--- src/design/wbs_mul.sv ---
// Shared 64 by 64 multiplier built from one 32 by 32 product a cycle.
// Depends on nothing but the clock domain of the core.
module wbs_mul (
    input  logic         i_clk,
    input  logic         i_rst_n,
    input  logic         i_start,
    input  logic [63:0]  i_a,
    input  logic [63:0]  i_b,
    output logic         o_done,
    output logic [127:0] o_prod
);
    logic [63:0]  r_a, r_b;
    logic [2:0]   r_step;
    logic         r_busy;
    logic [127:0] r_acc;
    logic [31:0]  w_x, w_y;
    logic [63:0]  w_p;
    logic [127:0] w_sh;

    always_comb begin
        unique case (r_step[1:0])
            2'd0: begin w_x = r_a[31:0];  w_y = r_b[31:0];  end
            2'd1: begin w_x = r_a[31:0];  w_y = r_b[63:32]; end
            2'd2: begin w_x = r_a[63:32]; w_y = r_b[31:0];  end
            default: begin w_x = r_a[63:32]; w_y = r_b[63:32]; end
        endcase
        w_p = 64'(w_x) * 64'(w_y);
        unique case (r_step[1:0])
            2'd0: w_sh = {64'd0, w_p};
            2'd1, 2'd2: w_sh = {32'd0, w_p, 32'd0};
            default: w_sh = {w_p, 64'd0};
        endcase
    end

    always_ff @(posedge i_clk) begin
        if (!i_rst_n) begin
            r_busy <= 1'b0;
            r_step <= 3'd0;
            o_done <= 1'b0;
        end else begin
            o_done <= 1'b0;
            if (i_start) begin
                r_a <= i_a;
                r_b <= i_b;
                r_acc <= '0;
                r_step <= 3'd0;
                r_busy <= 1'b1;
            end else if (r_busy) begin
                r_acc <= r_acc + w_sh;
                r_step <= r_step + 3'd1;
                if (r_step == 3'd3) begin
                    r_busy <= 1'b0;
                    o_done <= 1'b1;
                end
            end
        end
    end

    assign o_prod = r_acc;
endmodule

--- config.mk ---
export PLATFORM = sky130hd
export DESIGN_NAME = wbs_mul
export DESIGN_NICKNAME = d
export VERILOG_FILES = /design/src/design/wbs_mul.sv
export SDC_FILE = /design/constraint.sdc
export NUM_CORES = 2
export LEC_CHECK = 0
export CORE_MARGIN = 3
export CORE_UTILIZATION = 50
export CTS_CLUSTER_DIAMETER = 120
export CTS_CLUSTER_SIZE = 24
export DETAILED_ROUTE_END_ITERATION = 16
export DONT_BUFFER_PORTS = 1
export PLACE_DENSITY = 0.65
export SYNTH_ARGS = -nofsm -noshare
export SYNTH_HDL_FRONTEND = slang
export SYNTH_SLANG_ARGS = --single-unit
--- constraint.sdc ---
create_clock -name i_clk -period 13.65 [get_ports i_clk]
set_input_delay 0.6825 -clock i_clk [delete_from_list [all_inputs] [get_ports i_clk]]
set_output_delay 0.6825 -clock i_clk [all_outputs]
set_load 0.005 [all_outputs]
### Word level (Yosys, flattened, before mapping)

Cells that the tools add are included.

| cells by class | value |
|---|---|
| shifts and indexed selects | 0 |
| eq/ne operators | 3 |
| magnitude comparators | 0 |
| reductions and logical operators | 9 |
| mux-type cells | 8 |
| $add $sub $neg | 2 |
| multiply operators | 1 |
| bitwise operators | 2 |
| divide/modulo/power cells | 0 |

Operators with widths:

| operator | count |
|---|---|
| 128-bit one-hot mux with 2 select lines | 1 |
| 128-bit adder | 1 |
| 128-bit two-way mux | 1 |
| 32-bit by 32-bit multiplier with 64-bit output | 1 |
| 32-bit two-way mux | 2 |
| 2-bit OR reduction | 4 |
| 1-bit two-way mux | 4 |
| 2-bit AND reduction | 2 |
| 3-bit by 1-bit adder with 3-bit output, second input constant | 1 |
| 3-bit by 2-bit equality test with 1-bit output, second input constant | 1 |
| 3-bit OR reduction | 1 |
| 2-bit by 1-bit equality test with 1-bit output, second input constant | 1 |
| 2-bit equality test, second input constant | 1 |
| 2-bit logical NOT | 1 |
| 1-bit NOT | 2 |
| 2-bit nonzero test | 1 |

| word-level totals | value |
|---|---|
| memories | 0 |
| latch bits | 0 |
| logic and storage cells | 31 |
| ROM bits | 0 |
| RAM bits | 0 |
| bits of input ports | 131 |
| register bits after elaboration | 261 |

### Logic depth before layout (Yosys ltp)

| logic depth | value |
|---|---|
| depth in word-level cells | 7 |
| depth in mapped cells | 49 |

### Least setup slack after synthesis

No wires, ideal clock.

| timing path | value |
|---|---|
| path type | register -> register |
| start | reg r_step[0] |
| end | reg r_acc[122], in the netlist o_prod[122] (data pin) |
| buffers on the path | 6 |
| arrival time | 11.606 ns |
| setup slack | 1.782 ns |
| cell stages (with the launch flop) | 48 |
| library setup time | 0.262 ns |
| cells stage by stage | dfxtp_1 -> inv_1 -> ha_1 -> clkbuf_1 -> nor2_1 -> buf_2 -> clkbuf_1 -> mux2i_1 -> clkbuf_1 -> nor2_1 -> fa_1 -> inv_1 -> fa_1 -> inv_1 -> fa_1 -> inv_1 -> fa_1 -> inv_1 -> [12 not listed] -> a41o_1 -> a21o_1 -> or4_1 -> nand4_1 -> o22ai_1 -> ha_1 -> buf_2 -> a21o_1 -> a21o_1 -> a21o_1 -> a221o_1 -> a21oi_1 -> o211a_1 -> a2111oi_4 -> o31ai_1 -> a21oi_2 -> a21oi_1 -> mux2_1 |

| on the way | value |
|---|---|
| cells in the longest elaborated chain, start to end | 7 |

RTL lines:

| what | line | RTL |
|---|---|---|
| from (decl) | 13 | `logic [2:0] r_step;` |
| from (signal assigned) | 50 | `r_step <= r_step + 3'd1;` |
| 2-bit by 1-bit equality test with 1-bit output (tied with other cells) | 21, 28 |  |
| 2-bit OR reduction (no line) | - |  |
| 32-bit two-way mux | 21 | `unique case (r_step[1:0])` |
| 32-bit by 32-bit multiplier with 64-bit output | 27 | `w_p = 64'(w_x) * 64'(w_y);` |
| 128-bit one-hot mux with 2 select lines (*) | 28 | `unique case (r_step[1:0])` |
| 128-bit adder (*) | 49 | `r_acc <= r_acc + w_sh;` |
| 128-bit two-way mux (*) | 48 | `end else if (r_busy) begin` |
| to (signal assigned) | 49 |  |
| to (decl) | 15 | `logic [127:0] r_acc;` |

Mark *: on every way between the ends. The rest lies on a longest branch, timed or not. The select of a mux whose other input is x is not followed.
A chain may end at the register's enable or synchronous reset.

### Worst setup path after layout

| timing path | value |
|---|---|
| start | reg r_step[0] |
| end | reg r_acc[125], in the netlist o_prod[125] (data pin) |

Same word-level chain as after synthesis.

==> results list <==
* Multiplexer share of the synthesized area: 0.0276
* Synth Area in Compound Gates: 0.101
* Buffering stage count on the worst path with inverters included: 8
- Count of routing violations after the opening detailed-route iteration: ~4400
- Of the total synthesized cell area, the portion taken by AND, OR, NAND and NOR gates is 0.156.
- Pin slew with the least headroom to its limit: 1120 ps
* Synth cell count leaders: sky130_fd_sc_hd__inv_1, sky130_fd_sc_hd__fa_1, sky130_fd_sc_hd__nor2_1
* Max frequency: 0.0767 GHz
- Distinct cell type count of the synthesized netlist: 107
- Critical path endpoint category: flip-flop
- The count of buffers added on input and output ports is 0.
- First drt pass iteration count: 8
- Global-route wire length before repair: between 200000 and 300000 um
- Rows: around 120
* Clock root buffer master: sky130_fd_sc_hd__clkbuf_16
- Counting I/O delays and the setup requirement, the final critical path takes ~13000 ps.
* Setup repair after global routing missed its margin: false
* Period Utilization, post-route: 0.955
- After detailed routing, the number of vias per cell comes to 5.96.
- Hold Crit Endpoint: r_a[25]
* Worst Hold Depth: 0
- Number of nets produced by synthesis: 7205
- After detailed routing, the average wire length per cell comes to 26.1 um.
- Number of I/O pins: 260
- Share of the yosys chip area belonging to registers: 0.151
* Critical path arrival: 13390 ps
- Cell with the most instances after synthesis: sky130_fd_sc_hd__inv_1
- Normalized max-slew margin: 0.256
- Top cell family by delay on the critical path: adder cells
- Skew final: 33.2 ps
- DRT Wirelength: 184000 um
- Routability-driven placement congestion ratio: approximately 1.0
- Hold repair after CTS inserted 0 buffers.
- Counting every sink on the clock net gives 261.
- The count of final hold-check violations was 0.
* Pin count of the biggest net entering global routing: 140
- Summing every instance area after synthesis gives 51500 um2.
- The count of final max-slew check failures came to 0.
* R2R cell count: 44
- The total overflow left after global routing is 0.
* Max FO, Critical Path: 15
- Die height: 327 um
- In this run the worst hold path is classified as in2reg.
* Gate Count Post-Synth: 5782
- Area added between synthesis and finish: 4.82%
* Proportion of layout cells with a drive suffix above 1: 0.0610
- Reg2reg end: o_prod[125]
* Max stage delay cell, worst path: sky130_fd_sc_hd__fa_1
- No sink is reached through more buffers than the 3 on the longest clock path.
* Share of the synthesized area in the top cell type: 0.349
- Fraction of registers with async set/reset: 0
* Most used DFF post-synth: sky130_fd_sc_hd__edfxtp_1
- The initial antenna violation count is 39.
- Biggest cell delay along the critical path: 660 ps
* Max-Cap Viols: 0
- The later pin in the worst-skew pair is clocked with a latency of 610 ps.
* RR Startpoint: r_step[0]
* Antenna violation net count after detailed routing: 0
- The flow ran to the end, and the final reports show no timing, DRC or antenna violations.
- Maximum level of the CTS H-tree: 1
* GRT Util Overall: 0.346
- Share of the synthesized netlist area taken by xor and xnor gates: 0.0290
- The HPWL after detailed placement is 153000 um.
- The die is 327 um wide.
- Initial core utilization: 0.505
- For flop-to-flop paths, the worst setup slack is 610 ps.
* Area share of fa/ha/maj cells after synthesis: 0.445
- For the worst setup path, the data required time is 14000 ps.
- Clock-pin slew on the worst setup and hold paths: 110 ps
* Number of warnings issued by yosys: 0
- Min-delay src: i_a[25]
- Number of synthesized flops with an enable pin: around 260
* Dominant combinational cell family by area after synthesis: adder cells
- Of all cell types, the one taking the most synthesized area is sky130_fd_sc_hd__fa_1.
- Final TNS setup: 0 ps
* TritonCTS buffer count: 17
- The net count of the finished layout is 7069.
* Remaining routing DRC violations: 0
- In this run the mean area of a mapped cell was 8.90 um2.
* Type of origin of the critical path: flip-flop
- Largest cells by area after synthesis: sky130_fd_sc_hd__fa_1, sky130_fd_sc_hd__edfxtp_1, sky130_fd_sc_hd__ha_1, sky130_fd_sc_hd__inv_1, sky130_fd_sc_hd__nor2_1
* Via count of the first global-routing pass: ~42000
- In this design, the critical path's most frequently occurring cell is sky130_fd_sc_hd__fa_1.
- Post-synthesis register bit count: about 260
- The die covers approximately 110000 um2.
* Count of vias placed by the detailed router: 42000
- Total core area: 102000 um2
- TritonCTS clock tree: done
- Final setup viols: 0
* Kind of critical path: reg2reg
-- state kept, by name, indices dropped and copies added (netlist names) --
register / cells
o_done: 1
o_prod: 128
r_a: 64
r_b: 64
r_busy: 1
r_step: 3
-- layout by cell type, fill, tap and decap left out, drive strengths merged, types with 73 or more instances in the layout --
master	n
o21ai	175
nand2	681
xnor2	95
nor2	895
a21o	98
fa	897
buf	146
a21oi	284
xor2	73
nand4	96
edfxtp	256
ha	395
inv	922
-- worst reg2reg max path: cells and delay by family (launching register included) --
kind	cells	cell delay, ps
xor gates and xnor gates	1	490
buffers and inverters	8	1260
and+or+nand+nor	5	810
muxes	2	820
DFF	1	420
adders and majority gates	11	5150
AOI/OAI and AO/OA	17	3850
-- routing by layer --
metal	global-route usage	share of wire
met1	0.467	0.39
met3	0.114	0.13
met2	0.514	0.43
met5	0	0.0010
met4	0.144	0.054
-- cell families (layout without fill, tap and decap cells) --
group,after synthesis,after routing
xor+xnor,169,169
flops,261,261
simple gates,1909,1909
fa+ha+maj,1292,1292
other cells,0,24
compound gates,799,799
buf+inv,1219,1093
mux,133,133
-- layout make-up --
class | instances | area, um2
sequential | 261 | 7790
timing repair buffer | 146 | 1130
inverter | 918 | 3450
clock inverter | 10 | 98.8
fill | 9381 | 48100
clock buffer | 19 | 443
tap | 1368 | 1710
multi-input combinational | 4302 | 39300
antenna | 24 | 60.1
-- worst max-delay path by stage --
stage | start | endpoint | slack (ps) | cells after the start
3_3_place_gp | r_step[0] | o_prod[125] | 550 | 44
6_report | r_step[0] | o_prod[125] | 610 | 44
5_1_grt | r_step[0] | o_prod[125] | 30 | 41
3_5_place_dp | r_step[0] | o_prod[125] | 480 | 41
4_1_cts | r_step[0] | o_prod[125] | 380 | 40
2_1_floorplan | r_step[0] | o_prod[122] | 1780 | 47
-- stage by stage --
step	cell area, um2	setup slack, ps	util	std cells	hold WS (ps)
3_5_place_dp	53300	478	0.522	6991	487
2_1_floorplan	51500	1780	-	5782	471
4_1_cts	53800	378	0.528	7020	139
6_report	54000	614	0.529	7048	162
3_3_place_gp	53300	551	0.522	6991	478
5_1_grt	53900	26.5	0.528	7027	154
-- repair_timing --
item                                    4_1_cts  5_1_grt
endpoints found under the setup margin        0       17
endpoints found under the hold margin         0        0
resized for setup                             0        5
buffers inserted                              0        4
Power is not shown: default switching activity piles up to over one toggle a cycle in this logic, so the estimate is an artifact.
