File: src/design/wbs_pkg.sv
// Package for the windowed bitrate statistics core: payload types, constants,
// register indexes and sequencer states. No dependencies.
package wbs_pkg;

    localparam int TS_BITS = 40;

    localparam logic [39:0] RST_WINDOW_TICKS = 40'd90000;
    localparam logic [31:0] RST_TICKS_PER_SEC = 32'd90000;
    localparam logic [7:0]  RST_FALLBACK_FPS = 8'd30;

    localparam logic [1:0] REG_WINDOW_TICKS = 2'd0;
    localparam logic [1:0] REG_TICKS_PER_SEC = 2'd1;
    localparam logic [1:0] REG_FALLBACK_FPS = 2'd2;

    localparam logic [39:0] M40 = {40{1'b1}};

    typedef struct packed {
        logic [23:0]        frame_bytes;
        logic [TS_BITS-1:0] frame_timestamp;
        logic               last_frame;
    } t_in_beat;

    typedef struct packed {
        logic        result_kind;
        logic [39:0] window_start;
        logic [39:0] window_bitrate;
        logic [39:0] average_bitrate;
        logic [39:0] min_bitrate;
        logic [39:0] max_bitrate;
        logic [39:0] std_deviation;
        logic        last_result;
    } t_out_beat;

    // Commands to the shared divider.
    typedef struct packed {
        logic         start;
        logic [127:0] num;
        logic [63:0]  den;
    } t_div_req;

    typedef struct packed {
        logic         done;
        logic [127:0] quo;
    } t_div_rsp;

    typedef enum logic [4:0] {
        S_IDLE,
        S_CHECK,
        S_WR_MUL,
        S_WR_DIV,
        S_WR_WAIT,
        S_WR_SQ,
        S_WR_EMIT,
        S_WR_OUT,
        S_ACC,
        S_AV_MUL,
        S_AV_DIV,
        S_AV_WAIT,
        S_SD_SQ,
        S_SD_MA,
        S_SD_MB,
        S_SD_MC,
        S_SD_SUB,
        S_SD_DIV,
        S_SD_WAIT,
        S_SQ_STEP,
        S_SUM_OUT
    } t_state;

endpackage

File: src/design/wbs_div.sv
// Shared restoring divider, 128-bit dividend by 64-bit divisor, one quotient
// bit a cycle. Uses the request and response structs of wbs_pkg.
module wbs_div (
    input  logic              i_clk,
    input  logic              i_rst_n,
    input  wbs_pkg::t_div_req i_req,
    output wbs_pkg::t_div_rsp o_rsp
);
    logic [127:0] r_n;
    logic [63:0]  r_d, r_rem;
    logic [7:0]   r_cnt;
    logic         r_busy, r_done;
    logic [64:0]  w_sh;
    logic         w_ge;

    assign w_sh = {r_rem, r_n[127]};
    assign w_ge = w_sh >= {1'b0, r_d};

    always_ff @(posedge i_clk) begin
        if (!i_rst_n) begin
            r_busy <= 1'b0;
            r_done <= 1'b0;
            r_cnt <= 8'd0;
        end else begin
            r_done <= 1'b0;
            if (i_req.start) begin
                r_n <= i_req.num;
                r_d <= i_req.den;
                r_rem <= '0;
                r_cnt <= 8'd0;
                r_busy <= 1'b1;
            end else if (r_busy) begin
                r_rem <= w_ge ? 64'(w_sh - {1'b0, r_d}) : w_sh[63:0];
                r_n <= {r_n[126:0], w_ge};
                r_cnt <= r_cnt + 8'd1;
                if (r_cnt == 8'd127) begin
                    r_busy <= 1'b0;
                    r_done <= 1'b1;
                end
            end
        end
    end

    assign o_rsp.done = r_done;
    assign o_rsp.quo = r_n;
endmodule

File: config.mk
export PLATFORM = sky130hd
export DESIGN_NAME = wbs_div
export DESIGN_NICKNAME = d
export VERILOG_FILES = /design/src/design/wbs_pkg.sv /design/src/design/wbs_div.sv
export SDC_FILE = /design/constraint.sdc
export NUM_CORES = 1
export LEC_CHECK = 0
export BUFFER_PORTS_ARGS = -buffer_cell sky130_fd_sc_hd__buf_2
export CORE_UTILIZATION = 55
export DETAILED_ROUTE_END_ITERATION = 6
export GPL_ROUTABILITY_DRIVEN = 0
export PLACE_DENSITY = 0.8
export RECOVER_POWER = 25
export SLEW_MARGIN = 20
export SYNTH_ARGS = -nofsm -noshare
export SYNTH_HDL_FRONTEND = slang
export SYNTH_SLANG_ARGS = --single-unit
File: constraint.sdc
create_clock -name i_clk -period 7.44 [get_ports i_clk]
set_input_delay 0.744 -clock i_clk [delete_from_list [all_inputs] [get_ports i_clk]]
set_output_delay 0.744 -clock i_clk [all_outputs]
set_load 0.005 [all_outputs]
Word-level counts from Yosys, hierarchy flattened
Index checks and enable logic that the tools add are counted.

word-level totals
  flip-flop bits (word level) = 266
  output and inout bits = 129
  logic and storage cells = 25

cells by class
  add/sub/neg operators = 2
  order comparisons = 1
  equality and inequality tests = 1
  mux-type cells = 8
  bitwise operators = 2
  reductions and logical operators = 5

operator list
  operator                                       number
  two-way mux 128 bit                            2
  two-way mux 64 bit                             2
  greater-or-equal comparator 65 x 64 -> 1 bit   1
  subtractor 64 bit                              1
  adder 8 x 1 -> 8 bit, second input constant    1
  == test 8 x 7 -> 1 bit, second input constant  1
  two-way mux 1 bit                              4
  AND reduction 2 bit                            2
  OR reduction 3 bit                             1
  inverter 1 bit                                 2
  nonzero test 2 bit                             1
  OR reduction 2 bit                             1

Depth between registers and ports, before layout
  word-level depth = 4
  gate-level depth with buffers = 15
  gate-level depth less buffers = 12

Least setup slack after synthesis
Ideal clock, no wire load.

  path kind = in2reg
  start point = in i_req[192] (netlist name)
  end point = reg r_n[0] (enable)
  setup time = 0.544 ns
  arrival = 5.099 ns
  data required time = 6.896 ns
  slack = 1.797 ns
  stages = 4
  path through = clkbuf_1 clkbuf_1 o21ai_0 inv_1

between the ends
  cells in the longest elaborated chain, start to end = 2

RTL lines
  element                               RTL line       source
  start: declaration                    wbs_div.sv:6   input wbs_pkg::t_div_req i_req,
  nonzero test 2 bit (no source line)   -
  AND reduction 2 bit (no source line)  -
  end signal: assignment                wbs_div.sv:27  r_n <= i_req.num;
  end signal: assignment                wbs_div.sv:34  r_n <= {r_n[126:0], w_ge};
  end: declaration                      wbs_div.sv:9   logic [127:0] r_n;

Every way passes these cells.
A chain may end at the register's enable or synchronous reset.

Worst setup path in the final report
  start point = reg r_d[1]
  end point = reg r_rem[39] (data pin)

between the ends
  cells in the longest elaborated chain, start to end = 3
  elaborated cells on any way between the ends = 4

RTL lines
  element                                                                                   RTL line                      source
  start: declaration                                                                        wbs_div.sv:10                 logic [63:0] r_d, r_rem;
  start signal: assignment                                                                  wbs_div.sv:28                 r_d <= i_req.den;
  subtractor 64 bit / greater-or-equal comparator 65 x 64 -> 1 bit (equally long branches)  wbs_div.sv:33, wbs_div.sv:17
  two-way mux 64 bit (*)                                                                    wbs_div.sv:33                 r_rem <= w_ge ? 64'(w_sh - {1'b0, r_d}) : w_sh[63:0];
  two-way mux 64 bit (*)                                                                    wbs_div.sv:32                 end else if (r_busy) begin
  end signal: assignment                                                                    wbs_div.sv:33
  end: declaration                                                                          wbs_div.sv:10

Mark *: on every way between the ends. The rest lies on a longest branch, timed or not. The select of a mux whose other input is x is not followed.

==> results_dict.tcl <==
set metrics [dict create \
    syn-num-nets 1608 \
    arrival_ns 4.76 \
    timing.fmax_mhz 227 \
    final_common_cell "buf_2" \
    worst_r2r_endpoint "r_rem[39]$_SDFFCE_PP0P_" \
    viasPerCell 5.89 \
    synth-edff-count 256 \
    die-area_um2 28100 \
    hold_path.startpoint "i_req[1]" \
    r2r_cells 12 \
    layoutNonFillerInstCount 2007 \
    wl_mm 40.2 \
    drt_iter0_markers 1003 \
    path_delay_family "compound AO/OA/AOI/OAI gates" \
    finalMaxSlewViolations 0 \
    cts_setup_buffers 0 \
    finalCritPeriodShare 0.591 \
    utilization 0.664 \
    synthMuxAreaShare 0.0977 \
    start_kind "flip-flop" \
    hold_end "r_d[1]$_DFFE_PP_" \
    rr_startpoint "r_d[1]$_DFFE_PP_" \
    synthAdderAreaFrac 0.0553 \
    grt_pass1_wl_mm 62.0 \
    ys.flop_type "edfxtp_1" \
    cts_max_path_buffers 3 \
    cts.clk_slew.worst_paths_ns 0.06 \
    start_util 0.561 \
    vdd_drop_max_mv 0.193 \
    synth_cells 1347 \
    cts_resized 0 \
    yosysWarnings 0 \
    slowest_delay_ns 0.54 \
    worst_slew_pin_slew_ns 1.01 \
    min_path_cells 1 \
    cts.sinks 266 \
    synthSimpleGateAreaFrac 0.114 \
    area_delta_synth_final_pct 18.4 \
    grt_max_degree 110 \
    hp-class "primary input to flip-flop" \
    die_h_um 168 \
    grt_use_total 0.281 \
    end_kind "flip-flop" \
    drv_cap 0 \
    cp.required_ns 7.80 \
    run_status "finished, final reports clean" \
    ys_ff_latch 266 \
    fin_skew_ns 0.00835 \
    synth_compound_area_frac 0.138 \
    p_per_area_nw_per_um2 244 \
    final_hold_viol_count 0 \
    criticalPathCategory "flip-flop to flip-flop" \
    p_leak_uw 0.00714 \
    netlist_area_um2 15100 \
    antenna_found_initial 5 \
    dp_hpwl_mm 29.5 \
    cts_buffers 29 \
    synthArstFlopShare 0 \
    nFillCells 2036 \
    nNetsFinal 1902 \
    syn_avg_cell_area_um2 11.2 \
    dp_cells 1951 \
    slew_headroom 0.327 \
    reg2reg_setup_slack_ns 3.04 \
    ant_nets 0 \
    routedWlPerCell_um 20.0 \
    dr_total_vias 11800 \
    drive_gt1_frac 0.290 \
    cts_tree "yes" \
    io_pins 324 \
    clock-root-buffer "clkbuf_16" \
    cp_max_fo 45 \
    clk_latency_ns 0.54 \
    rsz0062_at_grt "no" \
    synth_top_family_by_area "compound AO/OA/AOI/OAI gates" \
    dr.pass1.iters 5 \
    synth_cell_types 69 \
    coreArea_um2 26900 \
    setup_tns_ns 0 \
    cts_hold_buf 0 \
    grt_overflow 0 \
    io_buffers 323 \
    period_needed_ns 4.40 \
    grt_pass1_vias 11700 \
    crit_path_cell_trace "inv_1 -> ha_1 -> nor2b_1 -> o2111ai_1 -> a2111o_1 -> a31oi_4 -> o2111ai_4 -> a2111oi_4 -> or3_2 -> buf_4 -> nand2b_1 -> o31ai_1" \
    synth-xor-area-share 0.0285 \
    htree_num_levels 1 \
    worst_path_max_delay_cell "a2111o_1" \
    die_w_um 168 \
    mostFrequentLayoutCells "buf_2 (280), edfxtp_1 (256), nand2_1 (141)" \
    ys_seq_area_frac 0.524 \
    critPathBufInv 2 \
    finalSetupViolations 0 \
    rows 60 \
    drcViolationCount 0 \
]
==> cells in the mapped netlist (6+ instances only) <==
library cell	count	area [um^2]
a211oi_1	22	165
a21boi_0	6	45.0
a21o_1	26	195
a21oi_1	118	591
a31oi_1	6	37.5
buf_2	8	40.0
buf_4	6	45.0
clkbuf_1	47	176
dfxtp_1	10	200
edfxtp_1	256	7690
ha_1	65	813
inv_1	85	319
mux2_2	128	1440
nand2_1	141	529
nand2b_1	6	37.5
nand3_1	20	100
nand3b_1	10	75.1
nand4_1	31	194
nor2_1	69	259
nor2b_1	11	68.8
nor3_1	28	140
o211ai_1	13	97.6
o21a_1	15	113
o21ai_0	52	260
o21ai_1	6	30.0
o21bai_1	18	135
or3_1	8	50.1
or3b_1	7	61.3
xnor2_1	28	245
xor2_1	21	184
==> worst max path at each step <==
stage / start / to / slack, ns / cells past startpoint
floorplan: i_req[192] / r_n[0]$_DFFE_PP_ / 1.80 / 4
global placement: r_d[1]$_DFFE_PP_ / r_rem[39]$_SDFFCE_PP0P_ / 3.24 / 12
detailed placement: r_d[1]$_DFFE_PP_ / r_rem[39]$_SDFFCE_PP0P_ / 3.10 / 12
CTS: r_d[1]$_DFFE_PP_ / r_rem[39]$_SDFFCE_PP0P_ / 3.04 / 12
global route: r_d[1]$_DFFE_PP_ / r_rem[39]$_SDFFCE_PP0P_ / 2.68 / 12
finish: r_d[1]$_DFFE_PP_ / r_rem[39]$_SDFFCE_PP0P_ / 3.04 / 12
==> metrics by stage <==
stage	power [uW]	hold WS, ns	setup WS, ns	cell area [um^2]
floorplan	2580	0.458	1.80	15100
detailed placement	2850	0.490	3.10	16900
global placement	2820	0.466	3.24	16900
CTS	4370	0.355	3.04	17900
global route	4540	0.354	2.68	17800
finish	4360	0.374	3.04	17800
==> routing by layer <==
layer	part of all wire	vias up	GRT usage
met5	0.00087	-	0
met3	0.078	121	0.0688
li1	-	5582	-
met1	0.39	5606	0.335
met2	0.48	511	0.479
met4	0.051	6	0.134
==> state kept, by name, indices dropped and copies added (netlist names) <==
signal and cells:
r_n 128, r_d 64, r_rem 64, r_cnt 8
r_busy 1, r_done 1
==> where the power goes <==
part | leakage (uW) | switching [uW] | internal, uW | total [uW]
sequential | 0.00253 | 58.7 | 1800 | 1850
combinational | 0.00413 | 583 | 401 | 984
clock | 0.000489 | 598 | 921 | 1520
total | 0.00714 | 1240 | 3120 | 4360
==> layout make-up <==
class / instances / area [um^2] / area share
tap: 341 / 427 / 0.0239
sequential: 266 / 7890 / 0.442
timing repair buffer: 332 / 1640 / 0.0918
multi-input combinational: 926 / 6540 / 0.367
clock buffer: 31 / 733 / 0.0411
clock inverter: 22 / 274 / 0.0154
inverter: 86 / 328 / 0.0184
antenna: 3 / 7.51 / 0.000421
==> kinds of logic after synthesis <==
kind of cell,after synthesis
multiplexers,131
flip-flops,266
AO/OA/AOI/OAI,321
AND/OR/NAND/NOR,359
adder cells (fa/ha/maj),66
XOR/XNOR,49
buffers and inverters,155
Power figures use the tool's default switching activity.
